File: src/sv/psk_pea_pkg.sv
`timescale 1ns / 1ps
`default_nettype none

package psk_pea_pkg;

	// Modulation order selected by the mode register.
	typedef enum logic [1:0] {
		MODE_NONE = 2'd0,
		MODE_BPSK = 2'd1,
		MODE_QPSK = 2'd2,
		MODE_8PSK = 2'd3
	} psk_mode_t;

	// Configuration register indexes.
	typedef enum logic {
		REG_PSK_MODE     = 1'b0,
		REG_BLOCK_LENGTH = 1'b1
	} cfg_reg_t;

	localparam int SAMPLE_W  = 16;
	localparam int TERM_W    = 18;
	localparam int SUM_W     = 30;
	localparam int LEN_W     = 13;
	localparam int CFG_IDX_W = 1;

	// Scale factor for the dominant axis in 8PSK, applied as (v * K) >>> 16.
	localparam logic signed [SAMPLE_W-1:0] K_SCALE = 16'sd27146;
	localparam int K_SHIFT = 16;

	// Depth of the queue between the front and back parts.
	localparam int QUEUE_DEPTH = 4;
	localparam int QPTR_W      = 2;
	localparam int QCNT_W      = 3;

	typedef logic signed [SAMPLE_W-1:0] sample_t;
	typedef logic signed [TERM_W-1:0]   term_t;
	typedef logic signed [SUM_W-1:0]    sum_t;

	// Handshake for the term channel between the front and the queue.
	typedef struct packed {
		logic  valid;
		term_t term;
	} term_xfer_t;

endpackage

`default_nettype wire

File: src/sv/psk_pea_front.sv
`timescale 1ns / 1ps
`default_nettype none

module psk_pea_front (
	input  wire logic                   clk,
	input  wire logic                   arst_n,
	input  wire psk_pea_pkg::psk_mode_t mode,
	input  wire logic                   in_valid,
	output logic                        in_ready,
	input  wire psk_pea_pkg::sample_t   sample_i,
	input  wire psk_pea_pkg::sample_t   sample_q,
	output psk_pea_pkg::term_xfer_t     push,
	input  wire logic                   push_ready
);

	localparam int SAMPLE_W_P = psk_pea_pkg::SAMPLE_W - 1;

	// Stage 1: registered sample and mode.
	logic                   valid_s1;
	psk_pea_pkg::sample_t   si_s1;
	psk_pea_pkg::sample_t   sq_s1;
	psk_pea_pkg::psk_mode_t mode_s1;

	// Stage 2: scaled dominant axis plus the raw sample.
	logic                   valid_s2;
	psk_pea_pkg::sample_t   si_s2;
	psk_pea_pkg::sample_t   sq_s2;
	psk_pea_pkg::psk_mode_t mode_s2;
	logic                   i_dom_s2;
	logic signed [31:0]     prod_s2;

	logic                               adv_s1;
	logic                               adv_s2;
	logic [psk_pea_pkg::SAMPLE_W:0]     abs_i;
	logic [psk_pea_pkg::SAMPLE_W:0]     abs_q;
	logic                               i_dom;
	psk_pea_pkg::sample_t               dom_sel;
	logic signed [31:0]                 prod;

	// Stage 2 empties when its term is transferred into the queue.
	assign adv_s2   = !valid_s2 || push_ready;
	assign adv_s1   = !valid_s1 || adv_s2;
	assign in_ready = adv_s1;

	// Magnitude compare and the single scaling multiply.
	always_comb begin
		abs_i   = si_s1[SAMPLE_W_P] ? (17'd0 - {si_s1[SAMPLE_W_P], si_s1})
		                            : {si_s1[SAMPLE_W_P], si_s1};
		abs_q   = sq_s1[SAMPLE_W_P] ? (17'd0 - {sq_s1[SAMPLE_W_P], sq_s1})
		                            : {sq_s1[SAMPLE_W_P], sq_s1};
		i_dom   = abs_i >= abs_q;
		dom_sel = i_dom ? si_s1 : sq_s1;
		prod    = 32'(dom_sel) * 32'(psk_pea_pkg::K_SCALE);
	end

	// Stage valid flags.
	always_ff @(posedge clk or negedge arst_n) begin
		if (!arst_n) begin
			valid_s1 <= 1'b0;
			valid_s2 <= 1'b0;
		end else begin
			if (adv_s1) valid_s1 <= in_valid;
			if (adv_s2) valid_s2 <= valid_s1;
		end
	end

	// Stage payloads.
	always_ff @(posedge clk) begin
		if (adv_s1 && in_valid) begin
			si_s1   <= sample_i;
			sq_s1   <= sample_q;
			mode_s1 <= mode;
		end
		if (adv_s2 && valid_s1) begin
			si_s2    <= si_s1;
			sq_s2    <= sq_s1;
			mode_s2  <= mode_s1;
			i_dom_s2 <= i_dom;
			prod_s2  <= prod;
		end
	end

	// Error term: sgn(I)*x - sgn(Q)*y, with x and y picked by the mode.
	psk_pea_pkg::sample_t k_val;
	psk_pea_pkg::term_t   x_val;
	psk_pea_pkg::term_t   y_val;
	psk_pea_pkg::term_t   x_sgn;
	psk_pea_pkg::term_t   y_sgn;

	always_comb begin
		k_val = prod_s2[31:psk_pea_pkg::K_SHIFT];
		unique case (mode_s2)
			psk_pea_pkg::MODE_BPSK: begin
				x_val = 18'(sq_s2);
				y_val = '0;
			end
			psk_pea_pkg::MODE_QPSK: begin
				x_val = 18'(sq_s2);
				y_val = 18'(si_s2);
			end
			psk_pea_pkg::MODE_8PSK: begin
				x_val = i_dom_s2 ? 18'(sq_s2) : 18'(k_val);
				y_val = i_dom_s2 ? 18'(k_val) : 18'(si_s2);
			end
			default: begin
				x_val = '0;
				y_val = '0;
			end
		endcase
		x_sgn = si_s2[SAMPLE_W_P] ? -x_val : x_val;
		y_sgn = sq_s2[SAMPLE_W_P] ? -y_val : y_val;
		push.valid = valid_s2;
		push.term  = x_sgn - y_sgn;
	end

endmodule

`default_nettype wire

File: src/sv/psk_pea_queue.sv
`timescale 1ns / 1ps
`default_nettype none

module psk_pea_queue (
	input  wire logic                   clk,
	input  wire logic                   arst_n,
	input  wire psk_pea_pkg::term_xfer_t push,
	output logic                        push_ready,
	output logic                        pop_valid,
	output psk_pea_pkg::term_t          pop_term,
	input  wire logic                   pop
);

	psk_pea_pkg::term_t mem_q [psk_pea_pkg::QUEUE_DEPTH];

	logic [psk_pea_pkg::QPTR_W-1:0] wr_ptr_q;
	logic [psk_pea_pkg::QPTR_W-1:0] rd_ptr_q;
	logic [psk_pea_pkg::QCNT_W-1:0] count_q;
	logic                           do_push;
	logic                           do_pop;

	assign push_ready = count_q != psk_pea_pkg::QCNT_W'(psk_pea_pkg::QUEUE_DEPTH);
	assign pop_valid  = count_q != '0;
	assign pop_term   = mem_q[rd_ptr_q];
	assign do_push    = push.valid && push_ready;
	assign do_pop     = pop && pop_valid;

	// Pointers and fill level.
	always_ff @(posedge clk or negedge arst_n) begin
		if (!arst_n) begin
			wr_ptr_q <= '0;
			rd_ptr_q <= '0;
			count_q  <= '0;
		end else begin
			if (do_push) wr_ptr_q <= wr_ptr_q + 1'b1;
			if (do_pop)  rd_ptr_q <= rd_ptr_q + 1'b1;
			case ({do_push, do_pop})
				2'b10:   count_q <= count_q + 1'b1;
				2'b01:   count_q <= count_q - 1'b1;
				default: count_q <= count_q;
			endcase
		end
	end

	// Entry storage.
	always_ff @(posedge clk) begin
		if (do_push) mem_q[wr_ptr_q] <= push.term;
	end

endmodule

`default_nettype wire

File: src/sv/psk_pea_back.sv
`timescale 1ns / 1ps
`default_nettype none

module psk_pea_back #(
	parameter int MAX_BLOCK = 4096
) (
	input  wire logic                            clk,
	input  wire logic                            arst_n,
	input  wire logic [psk_pea_pkg::LEN_W-1:0]   block_length,
	input  wire logic                            pop_valid,
	input  wire psk_pea_pkg::term_t              pop_term,
	output logic                                 pop,
	output logic                                 out_valid,
	input  wire logic                            out_ready,
	output psk_pea_pkg::sum_t                    error_sum
);

	localparam int CW = $clog2(MAX_BLOCK + 1);
	localparam int LW = (CW > psk_pea_pkg::LEN_W) ? CW : psk_pea_pkg::LEN_W;

	logic [CW-1:0]     count_q;
	psk_pea_pkg::sum_t acc_q;
	psk_pea_pkg::sum_t sum_q;
	logic              out_valid_q;

	logic [LW-1:0]     len_ext;
	logic [LW-1:0]     len_eff;
	logic [LW:0]       count_next;
	logic              last;
	psk_pea_pkg::sum_t acc_next;

	// Block length clamped to the range 1..MAX_BLOCK.
	always_comb begin
		len_ext = LW'(block_length);
		if (len_ext == '0)
			len_eff = LW'(1);
		else if (len_ext > LW'(MAX_BLOCK))
			len_eff = LW'(MAX_BLOCK);
		else
			len_eff = len_ext;
		count_next = (LW + 1)'(count_q) + (LW + 1)'(1);
		last       = count_next >= (LW + 1)'(len_eff);
		acc_next   = acc_q + psk_pea_pkg::SUM_W'(pop_term);
	end

	// A closing term waits until the output register is free.
	assign pop       = pop_valid && (!last || !out_valid_q || out_ready);
	assign out_valid = out_valid_q;
	assign error_sum = sum_q;

	// Running sum, sample count and output flag.
	always_ff @(posedge clk or negedge arst_n) begin
		if (!arst_n) begin
			count_q     <= '0;
			acc_q       <= '0;
			out_valid_q <= 1'b0;
		end else begin
			if (pop && last)
				out_valid_q <= 1'b1;
			else if (out_ready)
				out_valid_q <= 1'b0;
			if (pop) begin
				if (last) begin
					count_q <= '0;
					acc_q   <= '0;
				end else begin
					count_q <= count_next[CW-1:0];
					acc_q   <= acc_next;
				end
			end
		end
	end

	// Block result register.
	always_ff @(posedge clk) begin
		if (pop && last) sum_q <= acc_next;
	end

endmodule

`default_nettype wire

File: src/sv/psk_phase_error_accumulator.sv
// M-PSK Costas phase error accumulator.
// Samples enter on in_valid/in_ready (sample_i, sample_q), one transfer per
// clock when the result side keeps up. Each sample yields a Costas error term
// for the configured modulation; terms are summed and, on the sample that
// closes a block of block_length samples, the sum leaves as one transfer on
// out_valid/out_ready (error_sum). Other samples produce no result.
// A closing sample passes the stage 1 and stage 2 registers and the queue
// before its sum is registered; the front pipeline is two registers
// (magnitude compare and the single scaling multiply, then term formation)
// feeding a four-entry queue, and the back part folds one term per cycle
// into the accumulator. Throughput: one sample per cycle, barring stalls.
// A stalled receiver holds the finished sum; the queue absorbs further
// samples until it fills, after which in_ready drops.
// Configuration writes on cfg_valid/cfg_ready (cfg_index, cfg_data) are
// always accepted; the user must make them while no samples are in flight.
// The block does not enforce it. Reset clears the pipeline, queue, running
// sum and count, and sets mode to BPSK and the block length to one sample.
`timescale 1ns / 1ps
`default_nettype none

module psk_phase_error_accumulator #(
	parameter int MAX_BLOCK = 4096
) (
	input  wire logic                                clk,
	input  wire logic                                arst_n,
	input  wire logic                                cfg_valid,
	output logic                                     cfg_ready,
	input  wire logic [psk_pea_pkg::CFG_IDX_W-1:0]   cfg_index,
	input  wire logic [psk_pea_pkg::LEN_W-1:0]       cfg_data,
	input  wire logic                                in_valid,
	output logic                                     in_ready,
	input  wire logic signed [15:0]                  sample_i,
	input  wire logic signed [15:0]                  sample_q,
	output logic                                     out_valid,
	input  wire logic                                out_ready,
	output logic signed [29:0]                       error_sum
);

	psk_pea_pkg::psk_mode_t         mode_q;
	logic [psk_pea_pkg::LEN_W-1:0]  block_length_q;
	psk_pea_pkg::term_xfer_t        push;
	logic                           push_ready;
	logic                           pop_valid;
	psk_pea_pkg::term_t             pop_term;
	logic                           pop;

	assign cfg_ready = 1'b1;

	// Configuration registers.
	always_ff @(posedge clk or negedge arst_n) begin
		if (!arst_n) begin
			mode_q         <= psk_pea_pkg::MODE_BPSK;
			block_length_q <= psk_pea_pkg::LEN_W'(1);
		end else if (cfg_valid) begin
			unique case (psk_pea_pkg::cfg_reg_t'(cfg_index))
				psk_pea_pkg::REG_PSK_MODE:
					mode_q <= psk_pea_pkg::psk_mode_t'(cfg_data[1:0]);
				psk_pea_pkg::REG_BLOCK_LENGTH:
					block_length_q <= cfg_data;
				default: ;
			endcase
		end
	end

	// Front part: sample intake and error term computation.
	psk_pea_front u_front (
		.clk        (clk),
		.arst_n     (arst_n),
		.mode       (mode_q),
		.in_valid   (in_valid),
		.in_ready   (in_ready),
		.sample_i   (sample_i),
		.sample_q   (sample_q),
		.push       (push),
		.push_ready (push_ready)
	);

	// Term queue between the two parts.
	psk_pea_queue u_queue (
		.clk        (clk),
		.arst_n     (arst_n),
		.push       (push),
		.push_ready (push_ready),
		.pop_valid  (pop_valid),
		.pop_term   (pop_term),
		.pop        (pop)
	);

	// Back part: block accumulation and result output.
	psk_pea_back #(
		.MAX_BLOCK (MAX_BLOCK)
	) u_back (
		.clk          (clk),
		.arst_n       (arst_n),
		.block_length (block_length_q),
		.pop_valid    (pop_valid),
		.pop_term     (pop_term),
		.pop          (pop),
		.out_valid    (out_valid),
		.out_ready    (out_ready),
		.error_sum    (error_sum)
	);

endmodule

`default_nettype wire
File: config.mk
export PLATFORM = sky130hd
export DESIGN_NAME = psk_phase_error_accumulator
export DESIGN_NICKNAME = d
export VERILOG_FILES = /design/src/sv/psk_pea_pkg.sv /design/src/sv/psk_pea_front.sv /design/src/sv/psk_pea_queue.sv /design/src/sv/psk_pea_back.sv /design/src/sv/psk_phase_error_accumulator.sv
export SDC_FILE = /design/constraint.sdc
export NUM_CORES = 1
export LEC_CHECK = 0
export BUFFER_PORTS_ARGS = -buffer_cell sky130_fd_sc_hd__buf_4
export CAP_MARGIN = 15
export CORE_AREA = 4 4 236 238
export CTS_BUF_LIST = sky130_fd_sc_hd__clkbuf_16
export CTS_CLUSTER_DIAMETER = 150
export DETAILED_ROUTE_END_ITERATION = 6
export DIE_AREA = 0 0 240 242
export MAX_ROUTING_LAYER = met4
export PLACE_DENSITY = 0.49
export SETUP_SLACK_MARGIN = 0.15
export SKIP_CTS_REPAIR_TIMING = 1
export SLEW_MARGIN = 20
export SYNTH_ARGS = -nofsm -noshare
export SYNTH_HDL_FRONTEND = slang
export SYNTH_SLANG_ARGS = --single-unit
File: constraint.sdc
create_clock -name clk -period 24.2 [get_ports clk]
set_clock_uncertainty 0.2 [all_clocks]
set_input_delay 2.42 -clock clk [delete_from_list [all_inputs] [get_ports clk]]
set_output_delay 2.42 -clock clk [all_outputs]
set_load 0.05 [all_outputs]
==> results.py, run 1 <==
metrics = {
    "status": {
        "status": "finished, final reports clean",
    },
    "min_path": {
        "holdCritStartpoint": "u_front.mode_s1[0]",
        "min_path_type": "reg2reg",
    },
    "critical_path": {
        "cp_slowest_cell": "fa_1",
        "required_ns": 24.32,
        "worstPathMaxFanout": 20,
        "crit_cells": 38,
        "crit_top_cell": "inv_1",
        "crit_start": "u_front.sq_s1[2]",
        "crit_path_max_incr_delay_ns": 0.53,
        "reg2reg_from": "u_front.sq_s1[2]",
        "reg2reg_slack_ns": 14.60,
        "criticalPathCategory": "reg2reg",
        "cpLargestDelayFamily": "adder cells",
        "r2r_cells": 38,
        "cp.arrival_ns": 9.72,
        "cp_num_buf_inv": 7,
        "start_kind": "flop",
        "end_kind": "flop",
        "r2r-end": "u_front.prod_s2[31]",
        "crit_end": "u_front.prod_s2[31]",
    },
    "cells_and_area": {
        "final_util_pct": 37.2,
        "diodes": 0,
        "final_net_count": 1932,
        "drive_gt1_share_pct": 14.4,
        "instances_no_fill": 2357,
        "area_growth_pct": 13.8,
        "seq_area_um2": 7320,
        "multi_input_area_um2": 9350,
        "most-common-layout-cells": "190 x ha_1, 189 x inv_1, 187 x edfxtp_1, 94 x nand2_1, 93 x buf_4",
        "fillerInstances": 5359,
        "layout_commonest_cell": "ha_1",
    },
    "placement": {
        "dp_slack_ns": 14.57,
        "placedCellCount": 2301,
        "dp_hpwl_mm": 30.7,
        "numPortBuffers": 82,
        "routabilityCongestion": 0.826,
    },
    "synthesis": {
        "synth-seq-area-share_pct": 41.8,
        "async_reset_ff_share_pct": 26.7,
        "synth.top_cell.area_share_pct": 32.0,
        "ys_top_cells_by_area": "edfxtp_1 32%, ha_1 14%, dfrtp_1 9.4%",
        "ys.flop_type": "edfxtp_1",
        "synth_area_per_cell_um2": 11.3,
        "synth_cell_type_count": 73,
        "synth_area_leader_cell": "edfxtp_1",
        "synth-edff-count": 187,
        "netlist_instances": 1555,
        "ys_warn_count": 0,
        "syn_area_um2": 17500,
        "synth-seq-cells": 255,
    },
    "global_routing": {
        "grt_overflow_total": 0,
        "grt_max_degree": 69,
        "grt.total_usage_pct": 14.2,
        "antenna_found_initial": 0,
        "grt_pass1_wl_mm": 65.0,
        "grt_pass1_vias": 12000,
    },
    "route": {
        "drc": 0,
        "dr_total_vias": 11500,
        "drtIter0Drc": 489,
        "dr.pass1.iters": 5,
        "wirelength_mm": 40.1,
        "wl_per_cell_um": 17.0,
        "via_per_inst": 4.87,
        "drtAntennaViolNets": 0,
    },
    "sta": {
        "setup_viol": 0,
        "min_period_ns": 9.60,
        "drv_slew": 0,
        "tightest_slew_ns": 1.00,
        "setup_tns_ns": 0,
        "rsz0062_at_grt": "false",
        "slew_headroom_pct": 33.3,
        "hold_viol_final": 0,
        "max_freq_ghz": 0.104,
        "timing.final.crit_share_pct": 39.7,
        "fin_ws_ns": 14.60,
    },
    "floorplan": {
        "die_area_um2": 58100,
        "rows": 85,
        "dieWidth_um": 240,
        "io_pins": 84,
        "core_area_um2": 53600,
        "die_y_um": 242,
        "start_util_pct": 32.7,
    },
    "clocking": {
        "cts_tree": "done",
        "cts_buffers": 30,
        "clk_pin_slew_ns": 0.06,
        "cts_max_path_buffers": 3,
        "root_buffer": "clkbuf_16",
        "clock-sinks": 255,
        "clk_latency_ns": 0.59,
        "htree_levels": 1,
    },
    "run": {
        "drv_cap": 0,
    },
}
-- worst min-delay path by stage --
stage                         endpoint  slack (ns)  depth (start not counted)
floorplan           u_front.mode_s2[0]        0.20                          0
detailed placement  u_front.mode_s2[0]        0.21                          0
global placement    u_front.mode_s2[1]        0.21                          0
finish              u_front.mode_s2[0]        0.20                          0
CTS                 u_front.mode_s2[0]        0.20                          0
global route        u_front.mode_s2[0]        0.21                          0
-- metal layers --
| metal | vias up | global-route usage, % | share of wire, % |
|---|---|---|---|
| met4 | 0 | 3.36 | 2.6 |
| met1 | 5552 | 18.0 | 45 |
| li1 | 5719 | - | - |
| met5 | - | - | 0 |
| met3 | 60 | 1.71 | 2.6 |
| met2 | 152 | 24.4 | 50 |
-- cell usage after synthesis, drive strengths merged (22+ instances only) --
cell / number
nor2: 73
xnor2: 88
dfrtp: 66
a21oi: 70
edfxtp: 187
nand3: 28
nor3: 22
mux2: 61
a22o: 48
o21ai: 59
fa: 54
clkbuf: 27
ha: 190
inv: 184
nand2: 94
xor2: 47
-- stage by stage --
step	hold WS, ns	cell area [um2]
after floorplan	0.200	17500
after global placement	0.215	18900
after detailed placement	0.207	18900
after CTS	0.195	19900
after global routing	0.214	19900
final	0.201	19900
-- registers in the layout, indices dropped and copies added, names as in the netlist, 2 cells and up --
signal,flops
u_queue.count_q,3
mode_q,2
u_back.count_q,13
u_queue.rd_ptr_q,2
u_front.sq_s2,16
u_front.si_s2,16
u_front.mode_s1,2
block_length_q,13
u_front.mode_s2,2
u_front.si_s1,16
u_front.sq_s1,16
u_queue.wr_ptr_q,2
u_back.error_sum,30
u_back.acc_q,30
u_queue.mem_q,72
u_front.prod_s2,16
-- worst register-to-register path, delay by kind of cell (launching register included) --
| kind | cells | cell delay, ns |
|---|---|---|
| AOI/OAI and AO/OA | 14 | 3.04 |
| buffers and inverters | 7 | 0.58 |
| and+or+nand+nor | 6 | 1.10 |
| muxes | 1 | 0.45 |
| xor gates and xnor gates | 2 | 0.32 |
| adders and majority gates | 8 | 3.13 |
| DFF | 1 | 0.50 |
-- kinds of logic after synthesis --
logic type               count (synthesis)  share of synthesized area, %
AO/OA/AOI/OAI                          297                          11.5
multiplexers                            86                          6.70
XOR/XNOR                               135                          6.75
adder cells (fa/ha/maj)                244                          19.7
AND/OR/NAND/NOR                        308                          8.45
flip-flops                             255                          41.8
other                                    2                        0.0429
buffers and inverters                  228                          5.05
-- final cells by class --
class                      instances  share of cell area [%]
inverter                         184                    3.46
sequential                       255                    36.7
timing repair buffer              93                    3.50
multi-input combinational       1073                    46.9
tap                              696                    4.37
clock buffer                      30                    3.77
clock inverter                    26                    1.28
Power of run 1 is not shown: default switching activity piles up to over one toggle a cycle in this logic, so the estimate is an artifact.
==> run 2: changes to the inputs <==
PLACE_DENSITY = 0.51   (was 0.49)
clock period = 7.9 ns   (was 24.2 ns; I/O delays follow)
==> run 2 against run 1 <==
The flow now finishes with violations (setup timing). Flip-flop and latch count did not move. Worst hold slack worse by 0.0017 ns. Worst setup slack worse by 15 ns. Die area did not move. Sequential share of layout area down 2.4 points. Wire length grew 1.6%. Via count grew 3.4%. Cell area rose by 7.1%. Final cell count increased by 5.1%. Critical path type unchanged.
==> results.py, run 2 (same netlist as run 1, synthesis figures left out) <==
metrics = {
    "run": {
        "drv_cap": 0,
    },
    "placement": {
        "numPortBuffers": 82,
        "dp_hpwl_mm": 32.1,
        "dp_slack_ns": -0.437,
        "routabilityCongestion": 0.845,
    },
    "critical_path": {
        "reg2reg_from": "u_front.sq_s1[4]",
        "start_kind": "flop",
        "cp_slowest_cell": "fa_1",
        "crit_top_cell": "fa_1",
        "r2r-end": "u_front.prod_s2[25]",
        "end_kind": "flop",
        "r2r_cells": 39,
        "reg2reg_slack_ns": -0.25,
        "crit_end": "u_front.prod_s2[25]",
        "crit_path_max_incr_delay_ns": 0.53,
        "crit_start": "u_front.sq_s1[4]",
        "cp.arrival_ns": 8.27,
        "required_ns": 8.02,
        "criticalPathCategory": "reg2reg",
        "worstPathMaxFanout": 5,
    },
    "floorplan": {
        "start_util_pct": 32.7,
        "rows": 85,
        "die_y_um": 242,
        "dieWidth_um": 240,
        "die_area_um2": 58100,
        "io_pins": 84,
        "core_area_um2": 53600,
    },
    "cells_and_area": {
        "diodes": 0,
        "layout_commonest_cell": "buf_4",
        "drive_gt1_share_pct": 23.9,
        "largest_reg_flops": 72,
        "most-common-layout-cells": "207 x buf_4, 187 x edfxtp_1, 178 x ha_1, 177 x inv_1, 93 x nand2_1",
        "regMostFlops": "u_queue.mem_q",
        "final_net_count": 2052,
        "area_growth_pct": 21.9,
        "fillerInstances": 5205,
    },
    "sta": {
        "rsz0062_at_grt": "true",
        "drv_slew": 0,
        "hold_viol_final": 0,
        "fin_ws_ns": -0.245,
        "min_period_ns": 8.15,
        "timing.final.crit_share_pct": 103,
        "setup_viol": 9,
        "max_freq_ghz": 0.123,
        "setup_tns_ns": -1.20,
        "tightest_slew_ns": 0.986,
        "slew_headroom_pct": 34.3,
    },
    "route": {
        "dr.pass1.iters": 5,
        "drtAntennaViolNets": 0,
        "wirelength_mm": 40.7,
        "dr_total_vias": 11900,
        "top_layer": "met4",
        "wl_met2_mm": 20.8,
        "drtIter0Drc": 525,
        "wl_met1_mm": 18.2,
        "via_per_inst": 4.79,
        "drc": 0,
        "met3WireLength_mm": 1.03,
        "wl_per_cell_um": 16.4,
    },
    "clocking": {
        "root_buffer": "clkbuf_16",
        "cts_max_path_buffers": 3,
        "cts_tree": "done",
        "htree_levels": 1,
        "clk_latency_ns": 0.58,
        "cts_buffers": 30,
        "clock-sinks": 255,
        "clk_pin_slew_ns": 0.06,
    },
    "global_routing": {
        "grt.total_usage_pct": 14.4,
        "antenna_found_initial": 0,
        "grt_pass1_wl_mm": 66.3,
        "grt_overflow_total": 0,
        "grt_pass1_vias": 12500,
        "grt_max_degree": 64,
    },
    "status": {
        "violations": "setup timing",
        "status": "complete, but fails checks",
    },
    "min_path": {
        "min_path_type": "in2reg",
    },
}
## run 2: per-layer routing
metal	GRT usage, %	vias to the layer above
met2	25.3	137
met1	17.9	5727
met3	1.95	51
met5	-	-
li1	-	5955
met4	2.72	0
## run 2: cell type report
| class | count | area [um2] | share of cell area, % |
|---|---|---|---|
| tap | 696 | 871 | 4.08 |
| inverter | 184 | 691 | 3.23 |
| clock inverter | 25 | 304 | 1.42 |
| sequential | 255 | 7320 | 34.3 |
| timing repair buffer | 213 | 1640 | 7.67 |
| clock buffer | 31 | 776 | 3.63 |
| multi-input combinational | 1073 | 9750 | 45.7 |
## run 2: through the flow
stage / utilization (%) / hold slack [ns] / area [um2] / std cells
finish: 39.8 / 0.199 / 21400 / 2477
global route: 39.8 / 0.166 / 21400 / 2477
CTS: 39.2 / -0.206 / 21000 / 2466
detailed placement: 37.1 / 0.226 / 19900 / 2410
global placement: 37.1 / 0.219 / 19900 / 2410
floorplan: - / 0.200 / 17700 / 1556
## run 2: worst max-delay path, delay by kind of cell (launching register included)
kind            cells  cell delay (ns)
fa+ha+maj           8             2.92
flops               1             0.43
xor+xnor            2             0.26
buf+inv             8             0.71
compound gates     10             1.73
simple gates       10             1.31
mux                 1             0.32
## run 2: worst min-delay path by stage
| stage | from | slack (ns) | to | cells past startpoint |
|---|---|---|---|---|
| global route | sample_i[13] | 0.17 | u_front.si_s1[13] | 1 |
| finish | sample_i[13] | 0.20 | u_front.si_s1[13] | 1 |
| global placement | u_front.mode_s1[1] | 0.22 | u_front.mode_s2[1] | 0 |
| CTS | arst_n | -0.21 | u_back.acc_q[1] | 1 |
| detailed placement | u_front.mode_s1[0] | 0.23 | u_front.mode_s2[0] | 0 |
| floorplan | u_front.mode_s1[0] | 0.20 | u_front.mode_s2[0] | 0 |
Power of run 2 is left out for the same reason.
==> run 3: changes to the inputs <==
==> constraint.sdc (replaced) <==
create_clock -name clk -period 7.9 [get_ports clk]
set_clock_uncertainty 0.2 [all_clocks]
set_input_delay 0.395 -clock clk [delete_from_list [all_inputs] [get_ports clk]]
set_output_delay 0.395 -clock clk [all_outputs]
set_load 0.05 [all_outputs]
==> run 3 against run 2 <==
The flow still finishes with violations (setup timing). Critical path depth unchanged. Cell area increased by 2.2%. Non-clock buffer count increased by 48. Critical path type unchanged. Sequential share of layout area decreased by 0.75 points. Flip-flop and latch count unchanged. Worst hold slack got worse by 0.16 ns. First-iteration DRC count increased by 4.0%. Fmax about the same. Die area unchanged.
==> results.py, run 3 (same netlist as run 1, synthesis figures left out) <==
metrics = {
    "global_routing": {
        "grt_max_degree": 64,
        "grt_overflow_total": 0,
        "antenna_found_initial": 0,
        "grt_pass1_wl_mm": 66.3,
        "grt_pass1_vias": 12500,
        "grt.total_usage_pct": 14.4,
    },
    "floorplan": {
        "core_area_um2": 53600,
        "die_y_um": 242,
        "io_pins": 84,
        "start_util_pct": 32.7,
        "dieWidth_um": 240,
        "rows": 85,
        "die_area_um2": 58100,
    },
    "critical_path": {
        "reg2reg_from": "u_front.sq_s1[4]",
        "required_ns": 8.02,
        "cp.arrival_ns": 8.26,
        "worstPathMaxFanout": 5,
        "cpLargestDelayFamily": "adder cells",
        "cp_slowest_cell": "fa_1",
        "cp_num_buf_inv": 8,
        "end_kind": "flop",
        "r2r_cells": 39,
        "crit_path_max_incr_delay_ns": 0.53,
        "start_kind": "flop",
        "r2r-end": "u_front.prod_s2[25]",
        "reg2reg_slack_ns": -0.24,
        "criticalPathCategory": "reg2reg",
        "crit_top_cell": "fa_1",
    },
    "sta": {
        "min_period_ns": 8.14,
        "fin_ws_ns": -0.244,
        "tightest_slew_ns": 0.980,
        "hold_viol_final": 0,
        "slew_headroom_pct": 34.7,
        "timing.final.crit_share_pct": 103,
        "rsz0062_at_grt": "true",
        "setup_viol": 9,
        "max_freq_ghz": 0.123,
        "drv_slew": 0,
    },
    "min_path": {
        "min_to": "u_back.out_valid",
        "min_path_type": "in2reg",
        "holdCritStartpoint": "out_ready",
        "hold_depth": 3,
    },
    "route": {
        "drtIter0Drc": 546,
        "drtAntennaViolNets": 0,
        "dr_total_vias": 12100,
        "wirelength_mm": 41.2,
        "wl_per_cell_um": 16.3,
        "drc": 0,
        "via_per_inst": 4.77,
        "dr.pass1.iters": 5,
    },
    "cells_and_area": {
        "fillerInstances": 5166,
        "diodes": 0,
        "final_area_um2": 21800,
        "instances_no_fill": 2525,
        "multi_input_area_um2": 9750,
        "regMostFlops": "u_queue.mem_q",
        "area_growth_pct": 24.6,
        "drive_gt1_share_pct": 23.3,
        "layout_commonest_cell": "buf_4",
        "most-common-layout-cells": "207 x buf_4, 187 x edfxtp_1, 178 x ha_1, 177 x inv_1, 93 x nand2_1",
        "seq_area_um2": 7320,
        "largest_reg_flops": 72,
        "final_net_count": 2100,
    },
    "run": {
        "drv_cap": 0,
    },
    "clocking": {
        "cts_buffers": 30,
        "cts_tree": "done",
        "root_buffer": "clkbuf_16",
        "clock-sinks": 255,
        "clk_latency_ns": 0.58,
        "clk_pin_slew_ns": 0.06,
        "htree_levels": 1,
        "cts_max_path_buffers": 3,
    },
    "placement": {
        "numPortBuffers": 82,
        "dp_hpwl_mm": 32.1,
        "dpl-instance-area_um2": 19900,
        "routabilityCongestion": 0.845,
        "placedCellCount": 2410,
    },
    "status": {
        "violations": "setup timing",
        "status": "complete, but fails checks",
    },
}
==> run 3: changes by cell type in the layout (fill, tap and decap cells not counted) <==
cell	change
dlygate4sd3_1	+48
==> run 3: per-layer routing <==
metal	share of wire [%]	wire, um	track usage [%]
met5	0	0	-
met4	1.9	767	2.72
met3	2.6	1070	1.95
met2	51	21200	25.3
met1	44	18200	17.9
==> run 3: final cells by class <==
cell class | instances | area share, %
sequential | 255 | 33.5
multi-input combinational | 1073 | 44.7
inverter | 184 | 3.16
timing repair buffer | 261 | 9.70
clock inverter | 25 | 1.39
tap | 696 | 3.99
clock buffer | 31 | 3.55
==> run 3: worst max path at each step <==
stage / cells after the start / end / slack (ns) / from
final: 39 / u_front.prod_s2[25] / -0.24 / u_front.sq_s1[4]
after global routing: 38 / u_front.prod_s2[31] / -0.66 / u_front.sq_s1[4]
after CTS: 37 / u_front.prod_s2[31] / -0.45 / u_front.sq_s1[3]
after detailed placement: 37 / u_front.prod_s2[31] / -0.44 / u_front.sq_s1[3]
after global placement: 36 / u_front.prod_s2[31] / -0.32 / u_front.sq_s1[3]
after floorplan: 39 / u_front.prod_s2[31] / -0.12 / u_front.sq_s1[3]
==> run 3: stage by stage <==
stage | hold slack [ns] | util (%) | setup TNS (ns) | setup WS, ns
after floorplan | -0.101 | - | -0.168 | -0.122
after global placement | 0.0275 | 37.1 | -1.58 | -0.315
after detailed placement | 0.0267 | 37.1 | -2.53 | -0.437
after CTS | -0.601 | 39.2 | -2.66 | -0.450
after global routing | 0.0733 | 40.7 | -5.26 | -0.662
final | 0.0377 | 40.7 | -1.19 | -0.244
==> run 3: worst min-delay path: stages <==
cell and delay (ns):
buf_4 0.07, nand2b_1 0.19, o21ai_0 0.11
Power of run 3 is left out for the same reason.
